## config.mk

```make
export PLATFORM = sky130hd
export DESIGN_NAME = integer_to_ascii_radix_core_flat
export DESIGN_NICKNAME = d
export VERILOG_FILES = /design/src/rtl/core/itoa_pkg.sv /design/src/rtl/core/itoa_in_if.sv /design/src/rtl/core/itoa_out_if.sv /design/src/rtl/core/integer_to_ascii_radix_core.sv /design/src/rtl/core/itoa_div.sv /design/src/flat_wrapper.sv
export SDC_FILE = /design/constraint.sdc
export NUM_CORES = 1
export LEC_CHECK = 0
export BUFFER_PORTS_ARGS = -buffer_cell sky130_fd_sc_hd__buf_2
export CORE_MARGIN = 8
export CORE_UTILIZATION = 50
export DETAILED_ROUTE_END_ITERATION = 7
export GPL_TIMING_DRIVEN = 1
export MAX_ROUTING_LAYER = met4
export PLACE_DENSITY = 0.75
export SETUP_SLACK_MARGIN = 0.4
export SLEW_MARGIN = 10
export SYNTH_ARGS = -nofsm -noshare
export SYNTH_HDL_FRONTEND = slang
export SYNTH_SLANG_ARGS = --single-unit
export TNS_END_PERCENT = 10
```

## constraint.sdc

```tcl
create_clock -name i_clk -period 2.9 [get_ports i_clk]
set_clock_uncertainty 0.05 [all_clocks]
set_input_delay 0.58 -clock i_clk [delete_from_list [all_inputs] [get_ports i_clk]]
set_output_delay 0.58 -clock i_clk [all_outputs]
set_load 0.01 [all_outputs]
```

## src/rtl/core/itoa_pkg.sv

```systemverilog
// ----------------------------------------------------------------------------
// itoa_pkg
// Shared widths, character codes and digit helper for the integer to ASCII
// radix converter.
// ----------------------------------------------------------------------------
package itoa_pkg;

    // Payload widths
    localparam int VALUE_W = 32;
    localparam int RADIX_W = 6;
    localparam int CH_W    = 7;

    // Default word width of a conversion
    localparam int VALUE_BITS_DEF = 32;

    // Radix limits
    localparam logic [RADIX_W-1:0] RADIX_MIN = 6'd2;
    localparam logic [RADIX_W-1:0] RADIX_MAX = 6'd36;
    localparam logic [RADIX_W-1:0] DEC_RADIX = 6'd10;

    // Character codes
    localparam logic [CH_W-1:0] CH_ZERO  = 7'h30;
    localparam logic [CH_W-1:0] CH_ALPHA = 7'h41;
    localparam logic [CH_W-1:0] CH_MINUS = 7'h2D;
    localparam logic [CH_W-1:0] CH_NUL   = 7'h00;

    // Digit value (0..35) to its ASCII character
    function automatic logic [CH_W-1:0] digit_char(input logic [RADIX_W-1:0] d);
        logic [CH_W-1:0] dx;
        dx = {1'b0, d};
        if (d < DEC_RADIX) begin
            digit_char = dx + CH_ZERO;
        end else begin
            digit_char = dx - {1'b0, DEC_RADIX} + CH_ALPHA;
        end
    endfunction

endpackage

```

## src/rtl/core/itoa_in_if.sv

```systemverilog
// ----------------------------------------------------------------------------
// itoa_in_if
// Input channel: one conversion request per transaction.
// ----------------------------------------------------------------------------
interface itoa_in_if;
    logic                          valid;
    logic                          ready;
    logic [itoa_pkg::VALUE_W-1:0]  value;
    logic [itoa_pkg::RADIX_W-1:0]  radix;
    logic                          is_signed;
    logic                          add_terminator;

    modport source (output valid, value, radix, is_signed, add_terminator,
                    input ready);
    modport sink   (input valid, value, radix, is_signed, add_terminator,
                    output ready);
endinterface

```

## src/rtl/core/itoa_out_if.sv

```systemverilog
// ----------------------------------------------------------------------------
// itoa_out_if
// Output channel: one ASCII character per transaction.
// ----------------------------------------------------------------------------
interface itoa_out_if;
    logic                       valid;
    logic                       ready;
    logic [itoa_pkg::CH_W-1:0]  ch;
    logic                       last;

    modport source (output valid, ch, last, input ready);
    modport sink   (input valid, ch, last, output ready);
endinterface

```

## src/rtl/core/integer_to_ascii_radix_core.sv

```systemverilog
// ----------------------------------------------------------------------------
// integer_to_ascii_radix_core
// Converts one word to ASCII text in radix 2..36, most significant digit
// first, with optional minus sign (signed radix 10) and zero terminator.
// ----------------------------------------------------------------------------
//  channel  | dir | payload                                    | last beat
//  ---------+-----+--------------------------------------------+-------------
//  i_in     | in  | value, radix, is_signed, add_terminator    | n/a
//  o_out    | out | ch (ASCII), last                           | last = 1
//
//  Each digit comes from a bit-serial divide by the radix; read-back reads
//  each digit from the memory (S_RD) and loads it into the output register
//  (S_LD), with a state each for a minus sign and a terminator. A new
//  request is taken only after the last character is loaded, back in S_IDLE.
//  Reset is synchronous and active low; the digit memory needs no clearing.
//  Output stalls hold the read-back sequencer only.
// ----------------------------------------------------------------------------
module integer_to_ascii_radix_core #(
    parameter int VALUE_BITS = itoa_pkg::VALUE_BITS_DEF
) (
    input  logic      i_clk,
    input  logic      i_rst_n,
    itoa_in_if.sink   i_in,
    itoa_out_if.source o_out
);

    localparam int AW = $clog2(VALUE_BITS);

    localparam logic [2:0] S_IDLE  = 3'd0;
    localparam logic [2:0] S_DIV   = 3'd1;
    localparam logic [2:0] S_MINUS = 3'd2;
    localparam logic [2:0] S_RD    = 3'd3;
    localparam logic [2:0] S_LD    = 3'd4;
    localparam logic [2:0] S_TERM  = 3'd5;

    logic [2:0]                      r_state;
    logic [VALUE_BITS-1:0]           r_mag;
    logic [itoa_pkg::RADIX_W-1:0]    r_radix;
    logic                            r_neg;
    logic                            r_term;
    logic [AW-1:0]                   r_idx;
    logic                            r_div_start;
    logic [itoa_pkg::CH_W-1:0]       r_q;

    logic                            r_o_valid;
    logic [itoa_pkg::CH_W-1:0]       r_o_ch;
    logic                            r_o_last;

    // Digit buffer, least significant digit at index 0
    logic [itoa_pkg::CH_W-1:0]       mem [VALUE_BITS];

    logic                            div_done;
    logic [VALUE_BITS-1:0]           div_quo;
    logic [itoa_pkg::RADIX_W-1:0]    div_rem;

    logic [VALUE_BITS+itoa_pkg::VALUE_W-1:0] value_ext;
    logic [VALUE_BITS-1:0]           word;
    logic [itoa_pkg::RADIX_W-1:0]    radix_c;
    logic                            neg_c;
    logic                            slot_free;

    // Request decode: word mask, radix clamp, sign handling
    always_comb begin
        value_ext = {{VALUE_BITS{1'b0}}, i_in.value};
        word      = value_ext[VALUE_BITS-1:0];
        if (i_in.radix < itoa_pkg::RADIX_MIN) begin
            radix_c = itoa_pkg::RADIX_MIN;
        end else if (i_in.radix > itoa_pkg::RADIX_MAX) begin
            radix_c = itoa_pkg::RADIX_MAX;
        end else begin
            radix_c = i_in.radix;
        end
        neg_c = i_in.is_signed && (radix_c == itoa_pkg::DEC_RADIX) &&
                word[VALUE_BITS-1];
    end

    assign slot_free  = !r_o_valid || o_out.ready;
    assign i_in.ready = (r_state == S_IDLE);

    itoa_div #(
        .VALUE_BITS (VALUE_BITS)
    ) u_div (
        .i_clk      (i_clk),
        .i_rst_n    (i_rst_n),
        .i_start    (r_div_start),
        .i_dividend (r_mag),
        .i_divisor  (r_radix),
        .o_done     (div_done),
        .o_quo      (div_quo),
        .o_rem      (div_rem)
    );

    // Digit memory write port
    always_ff @(posedge i_clk) begin
        if (r_state == S_DIV && div_done) begin
            mem[r_idx] <= itoa_pkg::digit_char(div_rem);
        end
    end

    // Digit memory read port, registered data
    always_ff @(posedge i_clk) begin
        if (r_state == S_RD) begin
            r_q <= mem[r_idx];
        end
    end

    // Sequencer: divide loop, then reverse read-back
    always_ff @(posedge i_clk) begin
        if (!i_rst_n) begin
            r_state     <= S_IDLE;
            r_div_start <= 1'b0;
            r_idx       <= '0;
            r_neg       <= 1'b0;
            r_term      <= 1'b0;
        end else begin
            r_div_start <= 1'b0;
            case (r_state)
                S_IDLE: begin
                    if (i_in.valid) begin
                        r_mag       <= neg_c ? (~word + 1'b1) : word;
                        r_radix     <= radix_c;
                        r_neg       <= neg_c;
                        r_term      <= i_in.add_terminator;
                        r_idx       <= '0;
                        r_div_start <= 1'b1;
                        r_state     <= S_DIV;
                    end
                end
                S_DIV: begin
                    if (div_done) begin
                        if (div_quo != '0) begin
                            r_mag       <= div_quo;
                            r_idx       <= r_idx + 1'b1;
                            r_div_start <= 1'b1;
                        end else begin
                            r_state <= r_neg ? S_MINUS : S_RD;
                        end
                    end
                end
                S_MINUS: begin
                    if (slot_free) begin
                        r_state <= S_RD;
                    end
                end
                S_RD: begin
                    r_state <= S_LD;
                end
                S_LD: begin
                    if (slot_free) begin
                        if (r_idx == '0) begin
                            r_state <= r_term ? S_TERM : S_IDLE;
                        end else begin
                            r_idx   <= r_idx - 1'b1;
                            r_state <= S_RD;
                        end
                    end
                end
                S_TERM: begin
                    if (slot_free) begin
                        r_state <= S_IDLE;
                    end
                end
                default: begin
                    r_state <= S_IDLE;
                end
            endcase
        end
    end

    // Output register
    always_ff @(posedge i_clk) begin
        if (!i_rst_n) begin
            r_o_valid <= 1'b0;
        end else if (slot_free) begin
            r_o_valid <= (r_state == S_MINUS) || (r_state == S_LD) ||
                         (r_state == S_TERM);
        end
    end

    always_ff @(posedge i_clk) begin
        if (slot_free) begin
            case (r_state)
                S_MINUS: begin
                    r_o_ch   <= itoa_pkg::CH_MINUS;
                    r_o_last <= 1'b0;
                end
                S_LD: begin
                    r_o_ch   <= r_q;
                    r_o_last <= (r_idx == '0) && !r_term;
                end
                S_TERM: begin
                    r_o_ch   <= itoa_pkg::CH_NUL;
                    r_o_last <= 1'b1;
                end
                default: begin
                    r_o_ch   <= r_o_ch;
                    r_o_last <= r_o_last;
                end
            endcase
        end
    end

    assign o_out.valid = r_o_valid;
    assign o_out.ch    = r_o_ch;
    assign o_out.last  = r_o_last;

endmodule

```

## src/rtl/core/itoa_div.sv

```systemverilog
// ----------------------------------------------------------------------------
// itoa_div
// Bit-serial restoring divider: word by radix, one quotient bit per cycle.
// ----------------------------------------------------------------------------
module itoa_div #(
    parameter int VALUE_BITS = itoa_pkg::VALUE_BITS_DEF
) (
    input  logic                          i_clk,
    input  logic                          i_rst_n,
    input  logic                          i_start,
    input  logic [VALUE_BITS-1:0]         i_dividend,
    input  logic [itoa_pkg::RADIX_W-1:0]  i_divisor,
    output logic                          o_done,
    output logic [VALUE_BITS-1:0]         o_quo,
    output logic [itoa_pkg::RADIX_W-1:0]  o_rem
);

    localparam int CNT_W = (VALUE_BITS > 1) ? $clog2(VALUE_BITS) : 1;
    localparam logic [CNT_W-1:0] CNT_LAST = CNT_W'(VALUE_BITS - 1);

    logic                          r_busy;
    logic                          r_done;
    logic [CNT_W-1:0]              r_cnt;
    logic [VALUE_BITS-1:0]         r_quo;
    logic [itoa_pkg::RADIX_W-1:0]  r_rem;
    logic [itoa_pkg::RADIX_W-1:0]  r_div;

    logic [itoa_pkg::RADIX_W:0]    shifted;
    logic [itoa_pkg::RADIX_W:0]    trial;
    logic                          ge;

    // One restoring step: bring down the next dividend bit
    always_comb begin
        shifted = {r_rem, r_quo[VALUE_BITS-1]};
        ge      = (shifted >= {1'b0, r_div});
        trial   = shifted - {1'b0, r_div};
    end

    // Control
    always_ff @(posedge i_clk) begin
        if (!i_rst_n) begin
            r_busy <= 1'b0;
            r_done <= 1'b0;
            r_cnt  <= '0;
        end else begin
            r_done <= 1'b0;
            if (i_start) begin
                r_busy <= 1'b1;
                r_cnt  <= '0;
            end else if (r_busy) begin
                r_cnt <= r_cnt + 1'b1;
                if (r_cnt == CNT_LAST) begin
                    r_busy <= 1'b0;
                    r_done <= 1'b1;
                end
            end
        end
    end

    // Datapath: remainder stays below the divisor, so it fits RADIX_W bits
    always_ff @(posedge i_clk) begin
        if (i_start) begin
            r_quo <= i_dividend;
            r_rem <= '0;
            r_div <= i_divisor;
        end else if (r_busy) begin
            r_quo <= {r_quo[VALUE_BITS-2:0], ge};
            r_rem <= ge ? trial[itoa_pkg::RADIX_W-1:0]
                        : shifted[itoa_pkg::RADIX_W-1:0];
        end
    end

    assign o_done = r_done;
    assign o_quo  = r_quo;
    assign o_rem  = r_rem;

endmodule

```

## src/flat_wrapper.sv

```systemverilog
// flat-port wrapper written by rule: the top's interface ports become plain ports
module integer_to_ascii_radix_core_flat 
#(
    parameter int VALUE_BITS = itoa_pkg::VALUE_BITS_DEF
)
  (i_clk, i_rst_n, i_in_valid, i_in_value, i_in_radix, i_in_is_signed, i_in_add_terminator, i_in_ready, o_out_valid, o_out_ch, o_out_last, o_out_ready);
  itoa_in_if i_in_i ();
  itoa_out_if o_out_i ();
  input  logic i_clk;
  input  logic i_rst_n;
  input wire logic [$bits(i_in_i.valid)-1:0] i_in_valid;
  input wire logic [$bits(i_in_i.value)-1:0] i_in_value;
  input wire logic [$bits(i_in_i.radix)-1:0] i_in_radix;
  input wire logic [$bits(i_in_i.is_signed)-1:0] i_in_is_signed;
  input wire logic [$bits(i_in_i.add_terminator)-1:0] i_in_add_terminator;
  output wire logic [$bits(i_in_i.ready)-1:0] i_in_ready;
  output wire logic [$bits(o_out_i.valid)-1:0] o_out_valid;
  output wire logic [$bits(o_out_i.ch)-1:0] o_out_ch;
  output wire logic [$bits(o_out_i.last)-1:0] o_out_last;
  input wire logic [$bits(o_out_i.ready)-1:0] o_out_ready;
  assign i_in_i.valid = i_in_valid;
  assign i_in_i.value = i_in_value;
  assign i_in_i.radix = i_in_radix;
  assign i_in_i.is_signed = i_in_is_signed;
  assign i_in_i.add_terminator = i_in_add_terminator;
  assign i_in_ready = i_in_i.ready;
  assign o_out_valid = o_out_i.valid;
  assign o_out_ch = o_out_i.ch;
  assign o_out_last = o_out_i.last;
  assign o_out_i.ready = o_out_ready;
  integer_to_ascii_radix_core #(.VALUE_BITS(VALUE_BITS)) u_core (.i_clk(i_clk), .i_rst_n(i_rst_n), .i_in(i_in_i), .o_out(o_out_i));
endmodule
```

==> metrics.md <==
| Metric | Value |
|---|---|
| Status | `complete, no violations` |
| Total negative slack | `0 ns` |
| Initial antenna violation count | `0` |
| Final Hold Vio Count | `0` |
| Synth Warn # | `0` |
| Cell Count Post-Placement | `1407` |
| Largest area contributor in the netlist | `edfxtp_1` |
| GRT Total Usage | `between 10% and 20%` |
| Fill cells | `2184` |
| Largest cells by area after synthesis | `edfxtp_1 64%, mux4_2 8.5%, dfxtp_1 3.4%` |
| Row cnt | `63` |
| GPL Wtd Cong | `around 0.85` |
| Register area share after synthesis | `67.3%` |
| Wire length per cell | `21.5 um` |
| Root buffer cell | `clkbuf_16` |
| Pin count of the biggest net entering global routing | `54` |
| Power per cell area | `919 nW/um^2` |
| Final nets | `1117` |
| Synth async-reset ratio | `0%` |
| Final Cycle Share | `roughly 86%` |
| Die Footprint | `35400 um^2` |
| I/O Buffers | `53` |
| MaxCap Viol Count | `0` |
| Crit path time final | `2.49 ns` |
| Setup Buffers After CTS | `0` |
| VDD IR max | `0.602 mV` |
| CP arrival | `2.59 ns` |
| Leakage | `5.60 nW` |
| Pre-CTS worst setup slack | `0.179 ns` |
| Post-synth cell types | `65` |
| Worst hold path class | `input port to register` |
| Drt via density | `~6` |
| Number of diodes | `0` |
| Largest fanout on the critical path | `12` |
| RSZ-0062 raised after global routing | `true` |
| Critical path class | `register to register` |
| # IOs | `54` |
| Grt total ovfl | `0` |
| Die W | `about 190 um` |
| Prevailing post-synth register cell | `edfxtp_1` |
| Synthesized instance count | `967` |
| Drt total wl | `~32000 um` |
| Syn nets | `1028` |
| Tot Pwr | `0.0156 W` |
| Setup violators final | `0` |
| TritonRoute pass-1 iters | `5` |
| Post-DRT Antenna Nets | `0` |
| Slew HR | `between 20 and 30%` |
| Clock buffer depth | `3` |
| Most common cell in the netlist | `edfxtp_1` |
| # DRC | `0` |
| Layout Cells excl Fill | `about 1500` |
| WP data required | `2.99 ns` |
| Yosys top cell area share | `63.9%` |
| Clock slew at reported path FFs | `roughly 0.06 ns` |
| Worst hold margin | `between 0.2 and 0.3 ns` |
| CTS tree | `yes` |
| EDFF count, synth | `315` |
| HPWL after DPL | `~20000 um` |
| Hold buffer count at cts | `0` |
| Cell area after synthesis | `14800 um^2` |
| Mean Syn Cell Area | `15.3 um^2` |
| Least-Margin Pin Slew | `1.07 ns` |
| Layout cell share with drive strength beyond 1 | `about a quarter` |
| Final worst setup slack | `~0.41 ns` |
| Core footprint | `29400 um^2` |
| Later-pin clock latency in the skew report | `0.53 ns` |
| CTS Buf Count | `37` |
| Initial Util | `50.3%` |
| H-tree lvl count | `2` |
| Register area | `9970 um^2` |
| DIE HEIGHT | `between 150 and 200 um` |
| Sink Count | `between 300 and 400` |
| CP Launch Type | `register` |
| Starting DRT DRC Count | `~800` |
| Highest clock rate | `0.401 GHz` |
| Yosys reg bits | `340` |
| PostCTS Resize Cnt | `0` |
| Global-route wire length before repair | `49500 um` |
| Pins Over Slew Limit | `0` |
| Via count | `8739` |
| Synth cell count leaders | `315 x edfxtp_1, 85 x nor2_1, 56 x mux4_2` |
| Vias in the first global route | `8794` |
| Layout area overhead | `15.0%` |
| Area of the multi-input gates | `roughly 4600 um^2` |
| Worst setup EP type | `register` |
[cells by family after synthesis]
kind of cell	share of synthesized area, %
xor+xnor	2.25
compound gates	6.66
simple gates	8.50
mux	11.6
fa+ha+maj	1.61
buf+inv	2.15
flops	67.3
[worst max-delay path: stages (launching register included)]
cell     delay [ns]
dfxtp_1        0.42
nor2_1         0.22
and2_2         0.24
nand3_1        0.46
nor2_1         0.73
[routing by layer]
layer	part of all wire (%)	track usage [%]	vias to the layer above
li1	-	-	3984
met4	2.7	6.18	0
met1	42	23.8	4367
met2	48	28.4	323
met3	7.3	3.45	65
met5	0	-	-
[sequential cells by signal, indices dropped and copies added, names as in the netlist, 3 cells and up]
register / count
u_core.mem: 224
u_core.o_out.ch: 7
u_core.r_idx: 5
u_core.r_mag: 32
u_core.r_q: 7
u_core.r_radix: 6
u_core.r_state: 3
u_core.u_div.o_quo: 32
u_core.u_div.o_rem: 6
u_core.u_div.r_cnt: 5
u_core.u_div.r_div: 6
[report_power, final]
part	leakage (nW)	internal (W)	switching [W]
Clock	0.602	0.00284	0.00189
Sequential	3.06	0.00706	0.000240
Combinational	1.94	0.00112	0.00249
[cell usage in the layout, fill, tap and decap left out, types with 6 or more instances in the layout]
| cell | n |
|---|---|
| a21oi_1 | 22 |
| a22oi_1 | 28 |
| a31oi_1 | 10 |
| a41oi_1 | 8 |
| and3_1 | 7 |
| buf_2 | 53 |
| buf_4 | 42 |
| clkbuf_16 | 37 |
| clkinv_2 | 7 |
| dfxtp_1 | 21 |
| edfxtp_1 | 315 |
| ha_1 | 15 |
| inv_1 | 30 |
| mux2_2 | 31 |
| mux2i_1 | 9 |
| mux4_2 | 56 |
| nand2_1 | 50 |
| nand2b_1 | 9 |
| nand3_1 | 14 |
| nand4_1 | 18 |
| nor2_1 | 84 |
| nor2b_1 | 7 |
| nor3_1 | 11 |
| nor4_1 | 13 |
| o21ai_0 | 39 |
| xnor2_1 | 29 |
| xor2_1 | 6 |
[through the flow]
stage          util (%)  instance area, um^2
3_5_place_dp       53.7                15800
2_1_floorplan         -                14800
6_report           57.9                17000
4_1_cts            57.9                17000
5_1_grt            57.9                17000
3_3_place_gp       53.7                15800
[cell type report]
class,count,area share [%]
Timing Repair Buffer,98,3.76
Tap cell,390,2.87
Inverter,30,0.661
Clock inverter,24,1.63
Clock buffer,43,5.63
Sequential cell,340,58.5
Multi-Input combinational cell,549,26.9
[worst paths after layout]
path / startpoint / end / slack [ns] / cells after the start
hold reg to reg: u_core.r_radix[1] / u_core.u_div.r_div[1] / 0.38 / 0
setup reg to reg: u_core.r_state[1] / u_core.mem[28][5] / 0.41 / 4
hold / removal: i_in_radix[5] / u_core.r_radix[5] / 0.28 / 1
setup / recovery: u_core.r_state[1] / u_core.mem[28][5] / 0.41 / 4
No activity file was read; power rests on OpenSTA's default activity.
